**src/hw/rtl/tma_pkg.sv**
```systemverilog
// shared types and constants of the triangle mesh area accumulator
`timescale 1ns / 1ps
package tma_pkg;

    localparam int SUM_BITS = 63;
    localparam logic [SUM_BITS-1:0] SUM_MAX = '1;

    typedef enum logic [2:0] {
        B_IDLE,
        B_CROSS,
        B_SQLOAD,
        B_SQUARE,
        B_ROOT,
        B_ACC,
        B_OUT
    } back_state_t;

endpackage

```
**src/hw/rtl/tma_front.sv**
```systemverilog
// input stage: takes triangles, forms the edge vectors b-a and c-a and registers them
`timescale 1ns / 1ps
module tma_front
    import tma_pkg::*;
#(
    parameter int COORD_BITS = 24
) (
    input  logic                           aclk,
    input  logic                           aresetn,
    input  logic                           s_valid,
    output logic                           s_ready,
    input  logic signed [COORD_BITS-1:0]   s_ax,
    input  logic signed [COORD_BITS-1:0]   s_ay,
    input  logic signed [COORD_BITS-1:0]   s_az,
    input  logic signed [COORD_BITS-1:0]   s_bx,
    input  logic signed [COORD_BITS-1:0]   s_by_coord,
    input  logic signed [COORD_BITS-1:0]   s_bz,
    input  logic signed [COORD_BITS-1:0]   s_cx,
    input  logic signed [COORD_BITS-1:0]   s_cy,
    input  logic signed [COORD_BITS-1:0]   s_cz,
    input  logic                           s_last_triangle,
    output logic                           fr_valid,
    input  logic                           fr_ready,
    output logic [6*(COORD_BITS+1):0]      fr_data
);

    localparam int DW = COORD_BITS + 1;

    logic                  valid_reg;
    logic [6*DW:0]         data_reg;
    logic [6*DW:0]         data_next;
    logic signed [DW-1:0]  e0, e1, e2, f0, f1, f2;

    function automatic logic signed [DW-1:0] sdiff(
        input logic signed [COORD_BITS-1:0] u,
        input logic signed [COORD_BITS-1:0] v
    );
        return DW'(u) - DW'(v);
    endfunction

    always_comb begin
        e0 = sdiff(s_bx, s_ax);
        e1 = sdiff(s_by_coord, s_ay);
        e2 = sdiff(s_bz, s_az);
        f0 = sdiff(s_cx, s_ax);
        f1 = sdiff(s_cy, s_ay);
        f2 = sdiff(s_cz, s_az);
        data_next = {s_last_triangle, f2, f1, f0, e2, e1, e0};
    end

    assign s_ready  = !valid_reg || fr_ready;
    assign fr_valid = valid_reg;
    assign fr_data  = data_reg;

    always_ff @(posedge aclk) begin
        if (!aresetn) begin
            valid_reg <= 1'b0;
        end else if (s_ready) begin
            valid_reg <= s_valid;
        end
        if (s_valid && s_ready) begin
            data_reg <= data_next;
        end
    end

endmodule

```
**src/hw/rtl/tma_queue.sv**
```systemverilog
// two-entry queue between the input stage and the area unit
`timescale 1ns / 1ps
module tma_queue
    import tma_pkg::*;
#(
    parameter int WIDTH = 151
) (
    input  logic             aclk,
    input  logic             aresetn,
    input  logic             in_valid,
    output logic             in_ready,
    input  logic [WIDTH-1:0] in_data,
    output logic             out_valid,
    input  logic             out_ready,
    output logic [WIDTH-1:0] out_data
);

    logic [WIDTH-1:0] mem_reg [2];
    logic             wr_ptr_reg;
    logic             rd_ptr_reg;
    logic [1:0]       count_reg;
    logic             push;
    logic             pop;

    assign in_ready  = (count_reg != 2'd2);
    assign out_valid = (count_reg != 2'd0);
    assign out_data  = mem_reg[rd_ptr_reg];
    assign push      = in_valid && in_ready;
    assign pop       = out_valid && out_ready;

    always_ff @(posedge aclk) begin
        if (!aresetn) begin
            wr_ptr_reg <= 1'b0;
            rd_ptr_reg <= 1'b0;
            count_reg  <= 2'd0;
        end else begin
            if (push) begin
                wr_ptr_reg <= !wr_ptr_reg;
            end
            if (pop) begin
                rd_ptr_reg <= !rd_ptr_reg;
            end
            if (push && !pop) begin
                count_reg <= count_reg + 2'd1;
            end else if (pop && !push) begin
                count_reg <= count_reg - 2'd1;
            end
        end
        if (push) begin
            mem_reg[wr_ptr_reg] <= in_data;
        end
    end

endmodule

```
**src/hw/rtl/tma_back.sv**
```systemverilog
// area unit: cross product, squared length, square root and running total
`timescale 1ns / 1ps
module tma_back
    import tma_pkg::*;
#(
    parameter int COORD_BITS = 24
) (
    input  logic                      aclk,
    input  logic                      aresetn,
    input  logic                      q_valid,
    output logic                      q_ready,
    input  logic [6*(COORD_BITS+1):0] q_data,
    output logic                      m_valid,
    input  logic                      m_ready,
    output logic [SUM_BITS-1:0]       m_mesh_area,
    output logic                      m_area_saturated
);

    localparam int DW = COORD_BITS + 1;
    localparam int PW = 2 * DW;
    localparam int MW = 2 * COORD_BITS + 1;
    localparam int SW = 4 * COORD_BITS + 4;
    localparam int RW = 2 * COORD_BITS + 2;
    localparam int AW = (RW - 1 > 64) ? RW - 1 : 64;
    localparam int CW = $clog2(RW + 1);

    back_state_t          state_reg, state_next;
    logic signed [DW-1:0] e_reg [3];
    logic signed [DW-1:0] f_reg [3];
    logic                 last_reg;
    logic signed [PW-1:0] k_reg [3];
    logic signed [PW-1:0] prod_reg;
    logic signed [PW-1:0] prod_next;
    logic signed [DW-1:0] op_a, op_b;
    logic [2:0]           step_reg;
    logic [1:0]           comp_reg;
    logic [CW-1:0]        cnt_reg;
    logic [SW-1:0]        mcand_reg;
    logic [MW-1:0]        mplier_reg;
    logic [SW-1:0]        sq_reg;
    logic [RW+1:0]        rem_reg;
    logic [RW-1:0]        root_reg;
    logic [SUM_BITS-1:0]  sum_reg;
    logic                 clip_reg;
    logic                 out_valid_reg;
    logic [SUM_BITS-1:0]  out_sum_reg;
    logic                 out_clip_reg;
    logic signed [PW-1:0] k_sel;
    logic [PW-1:0]        k_mag;
    logic [RW+1:0]        rem_w, trial;
    logic [AW-1:0]        area;
    logic                 big;
    logic [SUM_BITS:0]    sum_w;
    logic                 pop;
    logic                 out_load;

    always_comb begin
        case (step_reg)
            3'd0:    begin op_a = e_reg[1]; op_b = f_reg[2]; end
            3'd1:    begin op_a = e_reg[2]; op_b = f_reg[1]; end
            3'd2:    begin op_a = e_reg[2]; op_b = f_reg[0]; end
            3'd3:    begin op_a = e_reg[0]; op_b = f_reg[2]; end
            3'd4:    begin op_a = e_reg[0]; op_b = f_reg[1]; end
            default: begin op_a = e_reg[1]; op_b = f_reg[0]; end
        endcase
        prod_next = PW'(op_a) * PW'(op_b);
        k_sel = k_reg[comp_reg];
        k_mag = k_sel[PW-1] ? PW'(-k_sel) : PW'(k_sel);
        rem_w = {rem_reg[RW-1:0], sq_reg[SW-1 -: 2]};
        trial = {root_reg, 2'b01};
        area  = AW'(root_reg >> 1);
        big   = |area[AW-1:SUM_BITS];
        sum_w = {1'b0, sum_reg} + {1'b0, area[SUM_BITS-1:0]};
    end

    // next state
    always_comb begin
        state_next = state_reg;
        case (state_reg)
            B_IDLE:   if (q_valid) state_next = B_CROSS;
            B_CROSS:  if (step_reg == 3'd6) state_next = B_SQLOAD;
            B_SQLOAD: state_next = B_SQUARE;
            B_SQUARE: begin
                if (cnt_reg == CW'(MW - 1)) begin
                    state_next = (comp_reg == 2'd2) ? B_ROOT : B_SQLOAD;
                end
            end
            B_ROOT:   if (cnt_reg == CW'(RW - 1)) state_next = B_ACC;
            B_ACC:    state_next = last_reg ? B_OUT : B_IDLE;
            B_OUT:    if (!out_valid_reg || m_ready) state_next = B_IDLE;
            default:  state_next = B_IDLE;
        endcase
    end

    // control outputs
    always_comb begin
        pop      = 1'b0;
        out_load = 1'b0;
        case (state_reg)
            B_IDLE:  pop = q_valid;
            B_OUT:   out_load = !out_valid_reg || m_ready;
            default: begin
                pop      = 1'b0;
                out_load = 1'b0;
            end
        endcase
    end

    assign q_ready          = pop;
    assign m_valid          = out_valid_reg;
    assign m_mesh_area      = out_sum_reg;
    assign m_area_saturated = out_clip_reg;

    always_ff @(posedge aclk) begin
        if (!aresetn) begin
            state_reg     <= B_IDLE;
            sum_reg       <= '0;
            clip_reg      <= 1'b0;
            out_valid_reg <= 1'b0;
        end else begin
            state_reg <= state_next;
            if (out_load) begin
                out_valid_reg <= 1'b1;
                sum_reg       <= '0;
                clip_reg      <= 1'b0;
            end else if (m_ready) begin
                out_valid_reg <= 1'b0;
            end
            if (state_reg == B_ACC && area != '0) begin
                if (big || sum_w[SUM_BITS]) begin
                    sum_reg  <= SUM_MAX;
                    clip_reg <= 1'b1;
                end else begin
                    sum_reg <= sum_w[SUM_BITS-1:0];
                end
            end
        end
        if (out_load) begin
            out_sum_reg  <= sum_reg;
            out_clip_reg <= clip_reg;
        end
        case (state_reg)
            B_IDLE: begin
                for (int i = 0; i < 3; i++) begin
                    e_reg[i] <= q_data[i*DW +: DW];
                    f_reg[i] <= q_data[(i+3)*DW +: DW];
                    k_reg[i] <= '0;
                end
                last_reg <= q_data[6*DW];
                step_reg <= 3'd0;
                comp_reg <= 2'd0;
                sq_reg   <= '0;
                rem_reg  <= '0;
                root_reg <= '0;
            end
            B_CROSS: begin
                prod_reg <= prod_next;
                step_reg <= step_reg + 3'd1;
                if (step_reg != 3'd0) begin
                    if (step_reg[0]) begin
                        k_reg[step_reg[2:1]] <= k_reg[step_reg[2:1]] + prod_reg;
                    end else begin
                        k_reg[step_reg[2:1] - 2'd1] <= k_reg[step_reg[2:1] - 2'd1] - prod_reg;
                    end
                end
            end
            B_SQLOAD: begin
                mcand_reg  <= SW'(k_mag);
                mplier_reg <= k_mag[MW-1:0];
                cnt_reg    <= '0;
            end
            B_SQUARE: begin
                if (mplier_reg[0]) begin
                    sq_reg <= sq_reg + mcand_reg;
                end
                mcand_reg  <= mcand_reg << 1;
                mplier_reg <= mplier_reg >> 1;
                cnt_reg    <= (cnt_reg == CW'(MW - 1)) ? '0 : cnt_reg + CW'(1);
                if (cnt_reg == CW'(MW - 1)) begin
                    comp_reg <= comp_reg + 2'd1;
                end
            end
            B_ROOT: begin
                sq_reg  <= sq_reg << 2;
                cnt_reg <= cnt_reg + CW'(1);
                if (rem_w >= trial) begin
                    rem_reg  <= rem_w - trial;
                    root_reg <= {root_reg[RW-2:0], 1'b1};
                end else begin
                    rem_reg  <= rem_w;
                    root_reg <= {root_reg[RW-2:0], 1'b0};
                end
            end
            default: begin
                cnt_reg <= cnt_reg;
            end
        endcase
    end

endmodule

```
**src/hw/rtl/triangle_mesh_area_accumulator.sv**
```systemverilog
// top level of the triangle mesh area accumulator
// Input channel s_*: one triangle per item, three vertices of signed Q.8
// coordinates plus s_last_triangle marking the end of a mesh.
// Output channel m_*: one item per mesh, the summed area in Q.16 units
// (saturating at 2^63-1) and a flag that the total clipped.
// Each triangle passes an input register that forms the edge vectors and a
// two-entry queue, then the area unit: cross product with one shared
// multiplier, bit-serial squaring of the three components and a
// one-bit-per-cycle square root. The area unit sets the rate: it takes no
// new triangle until it is through with the previous one, and at the end of
// a mesh it also waits until the output register is free.
// Up to three more triangles are taken while the area unit is busy.
// Reset clears the total, the queue and the output register.
// While m_ready is low the result waits in the output register; the next
// mesh keeps accumulating until its own result needs that register.
`timescale 1ns / 1ps
module triangle_mesh_area_accumulator
    import tma_pkg::*;
#(
    parameter int COORD_BITS = 24
) (
    input  logic                          aclk,
    input  logic                          aresetn,
    input  logic                          s_valid,
    output logic                          s_ready,
    input  logic signed [COORD_BITS-1:0]  s_ax,
    input  logic signed [COORD_BITS-1:0]  s_ay,
    input  logic signed [COORD_BITS-1:0]  s_az,
    input  logic signed [COORD_BITS-1:0]  s_bx,
    input  logic signed [COORD_BITS-1:0]  s_by_coord,
    input  logic signed [COORD_BITS-1:0]  s_bz,
    input  logic signed [COORD_BITS-1:0]  s_cx,
    input  logic signed [COORD_BITS-1:0]  s_cy,
    input  logic signed [COORD_BITS-1:0]  s_cz,
    input  logic                          s_last_triangle,
    output logic                          m_valid,
    input  logic                          m_ready,
    output logic [SUM_BITS-1:0]           m_mesh_area,
    output logic                          m_area_saturated
);

    localparam int QW = 6 * (COORD_BITS + 1) + 1;

    logic          fr_valid, fr_ready;
    logic [QW-1:0] fr_data;
    logic          q_valid, q_ready;
    logic [QW-1:0] q_data;

    tma_front #(.COORD_BITS(COORD_BITS)) u_front (
        .aclk(aclk), .aresetn(aresetn),
        .s_valid(s_valid), .s_ready(s_ready),
        .s_ax(s_ax), .s_ay(s_ay), .s_az(s_az),
        .s_bx(s_bx), .s_by_coord(s_by_coord), .s_bz(s_bz),
        .s_cx(s_cx), .s_cy(s_cy), .s_cz(s_cz),
        .s_last_triangle(s_last_triangle),
        .fr_valid(fr_valid), .fr_ready(fr_ready), .fr_data(fr_data)
    );

    tma_queue #(.WIDTH(QW)) u_queue (
        .aclk(aclk), .aresetn(aresetn),
        .in_valid(fr_valid), .in_ready(fr_ready), .in_data(fr_data),
        .out_valid(q_valid), .out_ready(q_ready), .out_data(q_data)
    );

    tma_back #(.COORD_BITS(COORD_BITS)) u_back (
        .aclk(aclk), .aresetn(aresetn),
        .q_valid(q_valid), .q_ready(q_ready), .q_data(q_data),
        .m_valid(m_valid), .m_ready(m_ready),
        .m_mesh_area(m_mesh_area), .m_area_saturated(m_area_saturated)
    );

    assert property (@(posedge aclk) disable iff (!aresetn)
        q_ready |-> q_valid)
        else $error("area unit took an item from an empty queue");

    assert property (@(posedge aclk) disable iff (!aresetn)
        !s_ready |-> fr_valid)
        else $error("input stalled with an empty input register");

    assert property (@(posedge aclk) disable iff (!aresetn)
        (m_valid && m_area_saturated) |-> (m_mesh_area == SUM_MAX))
        else $error("saturated total below its maximum");

endmodule

```
**config.mk**
```make
export PLATFORM = sky130hd
export DESIGN_NAME = triangle_mesh_area_accumulator
export DESIGN_NICKNAME = d
export VERILOG_FILES = /design/src/hw/rtl/tma_pkg.sv /design/src/hw/rtl/tma_front.sv /design/src/hw/rtl/tma_queue.sv /design/src/hw/rtl/tma_back.sv /design/src/hw/rtl/triangle_mesh_area_accumulator.sv
export SDC_FILE = /design/constraint.sdc
export NUM_CORES = 2
export LEC_CHECK = 0
export BUFFER_PORTS_ARGS = -buffer_cell sky130_fd_sc_hd__buf_4
export CAP_MARGIN = 10
export CELL_PAD_IN_SITES_DETAIL_PLACEMENT = 0
export CELL_PAD_IN_SITES_GLOBAL_PLACEMENT = 1
export CORE_ASPECT_RATIO = 2
export CORE_MARGIN = 2
export CORE_UTILIZATION = 53
export CTS_CLUSTER_SIZE = 10
export DETAILED_ROUTE_END_ITERATION = 6
export GPL_TIMING_DRIVEN = 0
export PLACE_DENSITY_LB_ADDON = 0.1
export SETUP_SLACK_MARGIN = 0.5
export SLEW_MARGIN = 10
export SYNTH_ARGS = -nofsm -noshare
export SYNTH_HDL_FRONTEND = slang
export SYNTH_SLANG_ARGS = --single-unit
```
**constraint.sdc**
```tcl
create_clock -name aclk -period 18 [get_ports aclk]
set_input_delay 0.9 -clock aclk [delete_from_list [all_inputs] [get_ports aclk]]
set_output_delay 0.9 -clock aclk [all_outputs]
set_load 0.02 [all_outputs]
```
### After elaboration in Yosys (flattened, before gate mapping)

Memories as Yosys holds them, arrays and structs flattened. A register that Yosys moved wholly into a read port is not among the register bits.
Index checks and enable logic that the tools add are counted.

* add/subtract/negate cells: 18
* $mul: 1
* $lt $le $gt $ge: 1
* equality and inequality tests: 21
* multiplexer cells: 58
* reduce and logical (&&, ||, !) cells: 37

Operators by type and width (number)
* $pmux W100 S3: 1
* $mux W50: 4
* $pmux W100 S2: 1
* $pmux W50 S2: 2
* $mux W63: 3
* $sub A24 B24 Y25: 6
* $add A100 B100 Y100: 1
* $mux W100: 1
* $pmux W25 S2: 2
* $reduce_or A50 Y1: 2
* $sub A50 B50 Y50: 2
* $pmux W49 S2: 1
* $add A63 B49 Y64: 1
* $reduce_bool A64 Y1: 1
* $ge A52 B52 Y1: 1
* $add A50 B50 Y50: 1
* $mul A25 B25 Y50: 1
* $neg A50 Y50: 1
* $mux W1: 24
* $mux W3: 7
* $pmux W3 S7: 1
* $pmux W6 S3: 1
* $reduce_bool A2 Y1: 8
* $eq A3 B3 Y1 const B: 5
* 22 further kinds: 58

* flip-flop bits (word level): 699
* memory bits (writable): 602
* bits of input ports: 221
* output and inout bits: 66
* word-level logic and storage cells: 161
* memories: 4

Memories
* u_queue.mem_reg: words 2, bits a word 151, read ports 1, clocked after memory_dff 1, write ports 1, line tma_queue.sv:18 `logic [WIDTH-1:0] mem_reg [2];`
* u_back.k_reg: words 3, bits a word 50, read ports 3, clocked after memory_dff 2, write ports 3, line tma_back.sv:31 `logic signed [PW-1:0] k_reg [3];`
* u_back.e_reg: words 3, bits a word 25, read ports 3, clocked after memory_dff 0, write ports 3, line tma_back.sv:28 `logic signed [DW-1:0] e_reg [3];`
* u_back.f_reg: words 3, bits a word 25, read ports 3, clocked after memory_dff 0, write ports 3, line tma_back.sv:29 `logic signed [DW-1:0] f_reg [3];`

### Depth between registers and ports, before layout

* word-level depth: 7
* mapped depth: 39
* gate-level depth less buffers: 35

### Cells and area by module

A second synthesis with hierarchy kept.

* cell total of the unflattened synthesis: 9499
* area total of the unflattened synthesis: 100910.5 um^2

Modules (own cells, without submodules)
* tma_back: instances 1, cells an instance 7735, area an instance 77237.8 um^2
* tma_front: instances 1, cells an instance 1270, area an instance 12169.2 um^2
* tma_queue: instances 1, cells an instance 494, area an instance 11503.5 um^2

### Least setup slack after synthesis

OpenSTA, ideal clock, no wires.

* kind: register to register
* start: register u_back.state_reg[0]
* end: register u_queue.count_reg[1]
* arrival time: 10.248 ns
* required time: 17.929 ns
* setup slack: 7.682 ns
* cell stages (with the launch flop): 10
* path buffers: 1
* clock period less this slack: 10.318 ns
* cell sequence: dfxtp_1 -> clkbuf_1 -> nor2_1 -> nand2_1 -> inv_1 -> o21ai_0 -> ha_1 -> xor2_1 -> or3_1 -> a21oi_1

* word-level cells in the longest chain between the ends: 6
* elaborated cells on any way between the ends: 8
* those cells by class: mux: 2; reduce/logical: 6

RTL lines
* start, declared: line tma_back.sv:27 `back_state_t state_reg, state_next;`
* start signal, assigned: line tma_back.sv:121 `state_reg <= state_next;`
* $logic_not A3 Y1 (*): line tma_back.sv:99 `case (state_reg)`
* $mux W1 (*): line tma_back.sv:99
* $logic_and A1 B1 Y1 (*): line tma_queue.sv:29 `assign pop = out_valid && out_ready;`
* $logic_not A1 Y1: line tma_queue.sv:43 `if (push && !pop) begin`
* $logic_and A1 B1 Y1: line tma_queue.sv:43
* $mux W2 / $reduce_bool A2 Y1 (equally long branches)
* end signal, assigned: line tma_queue.sv:44 `count_reg <= count_reg + 2'd1;`
* end signal, assigned: line tma_queue.sv:46 `count_reg <= count_reg - 2'd1;`
* end, declared: line tma_queue.sv:21 `logic [1:0] count_reg;`

Every way passes the cells marked *; elsewhere a longest branch is shown, timed or not.
A chain may end at the register's enable or synchronous reset.

### Final worst setup path

* start: register u_back.step_reg[1]
* end: register u_back.prod_reg[49], data pin

* word-level cells in the longest chain between the ends: 4
* elaborated cells on any way between the ends: 12
* those cells by class: mul: 1; eq/ne: 4; mux: 2; reduce/logical: 5

RTL lines
* start, declared: line tma_back.sv:35 `logic [2:0] step_reg;`
* start signal, assigned: line tma_back.sv:158 `step_reg <= step_reg + 3'd1;`
* $eq A3 B2 Y1 (tied with other cells): line tma_back.sv:58 `case (step_reg)`
* $reduce_or A2 Y1 (no line)
* $pmux W25 S2: line tma_back.sv:58
* $mul A25 B25 Y50 (*): line tma_back.sv:66 `prod_next = PW'(op_a) * PW'(op_b);`
* via u_back.prod_next[49]: line tma_back.sv:33 `logic signed [PW-1:0] prod_next;`
* end signal, assigned: line tma_back.sv:157 `prod_reg <= prod_next;`
* end, declared: line tma_back.sv:32 `logic signed [PW-1:0] prod_reg;`

Mark *: on every way through the listed nets, which the timed path passes. The rest lies on a longest branch.

==> out/results.ini <==
[run_status]
status=completed

[floorplanning]
coreArea_um2=187000
rows=225
die-area_um2=191000
dieHeight_um=617
die_x_um=310
io-pin-count=287
start_util_pct=53.2

[logic_synthesis]
ys_types=104
ys.flop_type=edfxtp_1
synth.yosys.warnings=0
synth_fp_nets=10800
ys_ff_latch=1356
syn_area_per_cell_um2=10.7
syn-cell-area_um2=99500
seq_area_frac_synth_pct=40.1
synth_edf_count=1278
synth_cells=9301
postSynth.asyncResetShare_pct=0

[sta]
report.final.slew_viol_count=0
setup_tns_ns=0
grt_setup_unrepaired=no
finalSetupViolCount=0
finClkSkew_ns=0.0860
fin_crit_ns=13.28
relSlewSlack_pct=11.0
tightestPinTransition_ns=1.33
hold_viol=0
fin_ws_ns=4.72
timing.final.crit_share_pct=73.8
max_freq_mhz=75.3

[placement]
dp.final_hpwl_mm=232
pre_cts_slack_ns=4.86
dp_cells=12100
io_buffer_count=286
gp_congestion=1.04

[worst_setup_path]
arrival_ns=13.79
max_stage_delay_ns=0.75
crit_fanout=10
cpMostUsedCell=fa_1
crit_path_top_delay_cell=clkbuf_1
crit_type=reg -> reg
critPathLaunchType=flip-flop
worstPathRequired_ns=18.51
path_buf_inv=10
endpoint_kind=flip-flop
crit_family=adder cells

[cts]
cts_sinks=1356
post_cts.repair.setup_buffers=0
clk_pin_slew_worst_paths_ns=0.06
cts_resized=0
clk_latency_ns=0.83
clk_path_buf_depth=4
cts_tree=built
cts_max_level=4
cts-root-buf=clkbuf_16
cts_buffers=165
hold_buffers=0

[global_route]
first_global_vias=72600
grt_usage_pct=31.0
grt_overflow_total=0
grt_pass1_wl_mm=443
grt_max_degree=115
antenna_found_initial=3

[final_layout]
layout.nets=11300
largest_register_ff_count=302
area_growth_syn_to_layout_pct=10.7
layout_commonest_cell=edfxtp_1
final_cell_mix=edfxtp_1 (1278), inv_1 (1037), nor2_1 (927), nand2_1 (842), fa_1 (668)
layout-drive-gt1-share_pct=9.33
final_cells=12400

[drt]
viasPerCell=5.86
dr.pass1.iters=6
route.detailed.drc=0
wire_per_inst_um=24.0
totalWireLength_mm=297
via_count=72400
drtIter0Drc=5922
postRouteAntennaNets=0

[hold_path]
min_path_type=in -> reg

[flow_run]
cap_violations=0

==> synthesized netlist by cell type (all sizes together), types with 15 or more instances <==
master   instances  area (um^2)
buf             57          338
and3            99          619
nor2b           75          469
mux2           157         1770
dfxtp           78         1560
fa             668        13400
a22oi           53          398
nand2          847         3180
or3             48          315
mux4           149         3460
o21ai          420         2120
nor3           102          522
a21oi          506         2550
a2111oi         16          153
o21bai          59          443
clkbuf         324         1220
inv           1042         3910
nor4            30          194
a221oi          15          131
or2             27          169
xor2           153         1340
and2            60          378
a41oi           18          165
edfxtp        1278        38400
nand3          140          701
o31ai           29          218
mux2i           60          601
o211ai          24          185
a21o           269         2020
a211oi          55          418
nand4           69          432
a21boi          25          188
a31oi          104          651
o21a           151         1130
nand2b          78          488
xnor2          302         2650
o31a            17          149
ha             594         7430
nor2           931         3510
==> metal layers <==
layer	share of wire, %	up-vias	GRT usage, %
met2	49	2404	52.0
met3	5.5	631	4.04
met1	40	35800	39.0
met4	6.3	0	16.4
met5	0	-	0
li1	-	33500	-
==> per-stage QoR <==
stage               util, %  hold slack, ns  instance area [um^2]
finish                 58.9           0.264                110000
global route           58.9           0.250                110000
global placement       56.0           0.416                105000
floorplan                 -           0.408                 99500
detailed placement     56.5           0.429                106000
CTS                    58.9           0.218                110000
==> kinds of logic (layout without fill, tap and decap cells) <==
kind of cell | after synthesis | count (layout) | synth area share, %
other | 0 | 1 | 0
AND/OR/NAND/NOR | 2552 | 2552 | 11.4
multiplexers | 366 | 366 | 5.85
XOR/XNOR | 455 | 455 | 4.00
flip-flops | 1356 | 1356 | 40.1
adder cells (fa/ha/maj) | 1262 | 1262 | 20.9
buffers and inverters | 1423 | 1976 | 5.50
AO/OA/AOI/OAI | 1887 | 1887 | 12.2
==> worst paths after layout <==
path	startpoint	cells after the start	end	slack, ns
min	s_last_triangle	1	u_front.fr_data[150]$_DFFE_PP_	0.26
min reg2reg	u_front.fr_data[26]$_DFFE_PP_	0	u_queue.mem_reg[1][26]$_DFFE_PP_	0.42
max reg2reg	u_back.step_reg[1]$_DFFE_PN_	37	u_back.prod_reg[49]$_DFFE_PP_	4.72
max	u_back.step_reg[1]$_DFFE_PN_	37	u_back.prod_reg[49]$_DFFE_PP_	4.72
==> layout make-up <==
cell class / instances / area (um^2)
tap: 2497 / 3120
buffer: 381 / 1560
multi-input combinational: 6522 / 54200
clock buffer: 216 / 4380
sequential: 1356 / 39900
timing repair buffer: 325 / 2930
antenna: 1 / 2.50
fill: 16000 / 77000
inverter: 1042 / 3920
clock inverter: 12 / 125
Power is not shown: default switching activity piles up to over one toggle a cycle in this logic, so the estimate is an artifact.
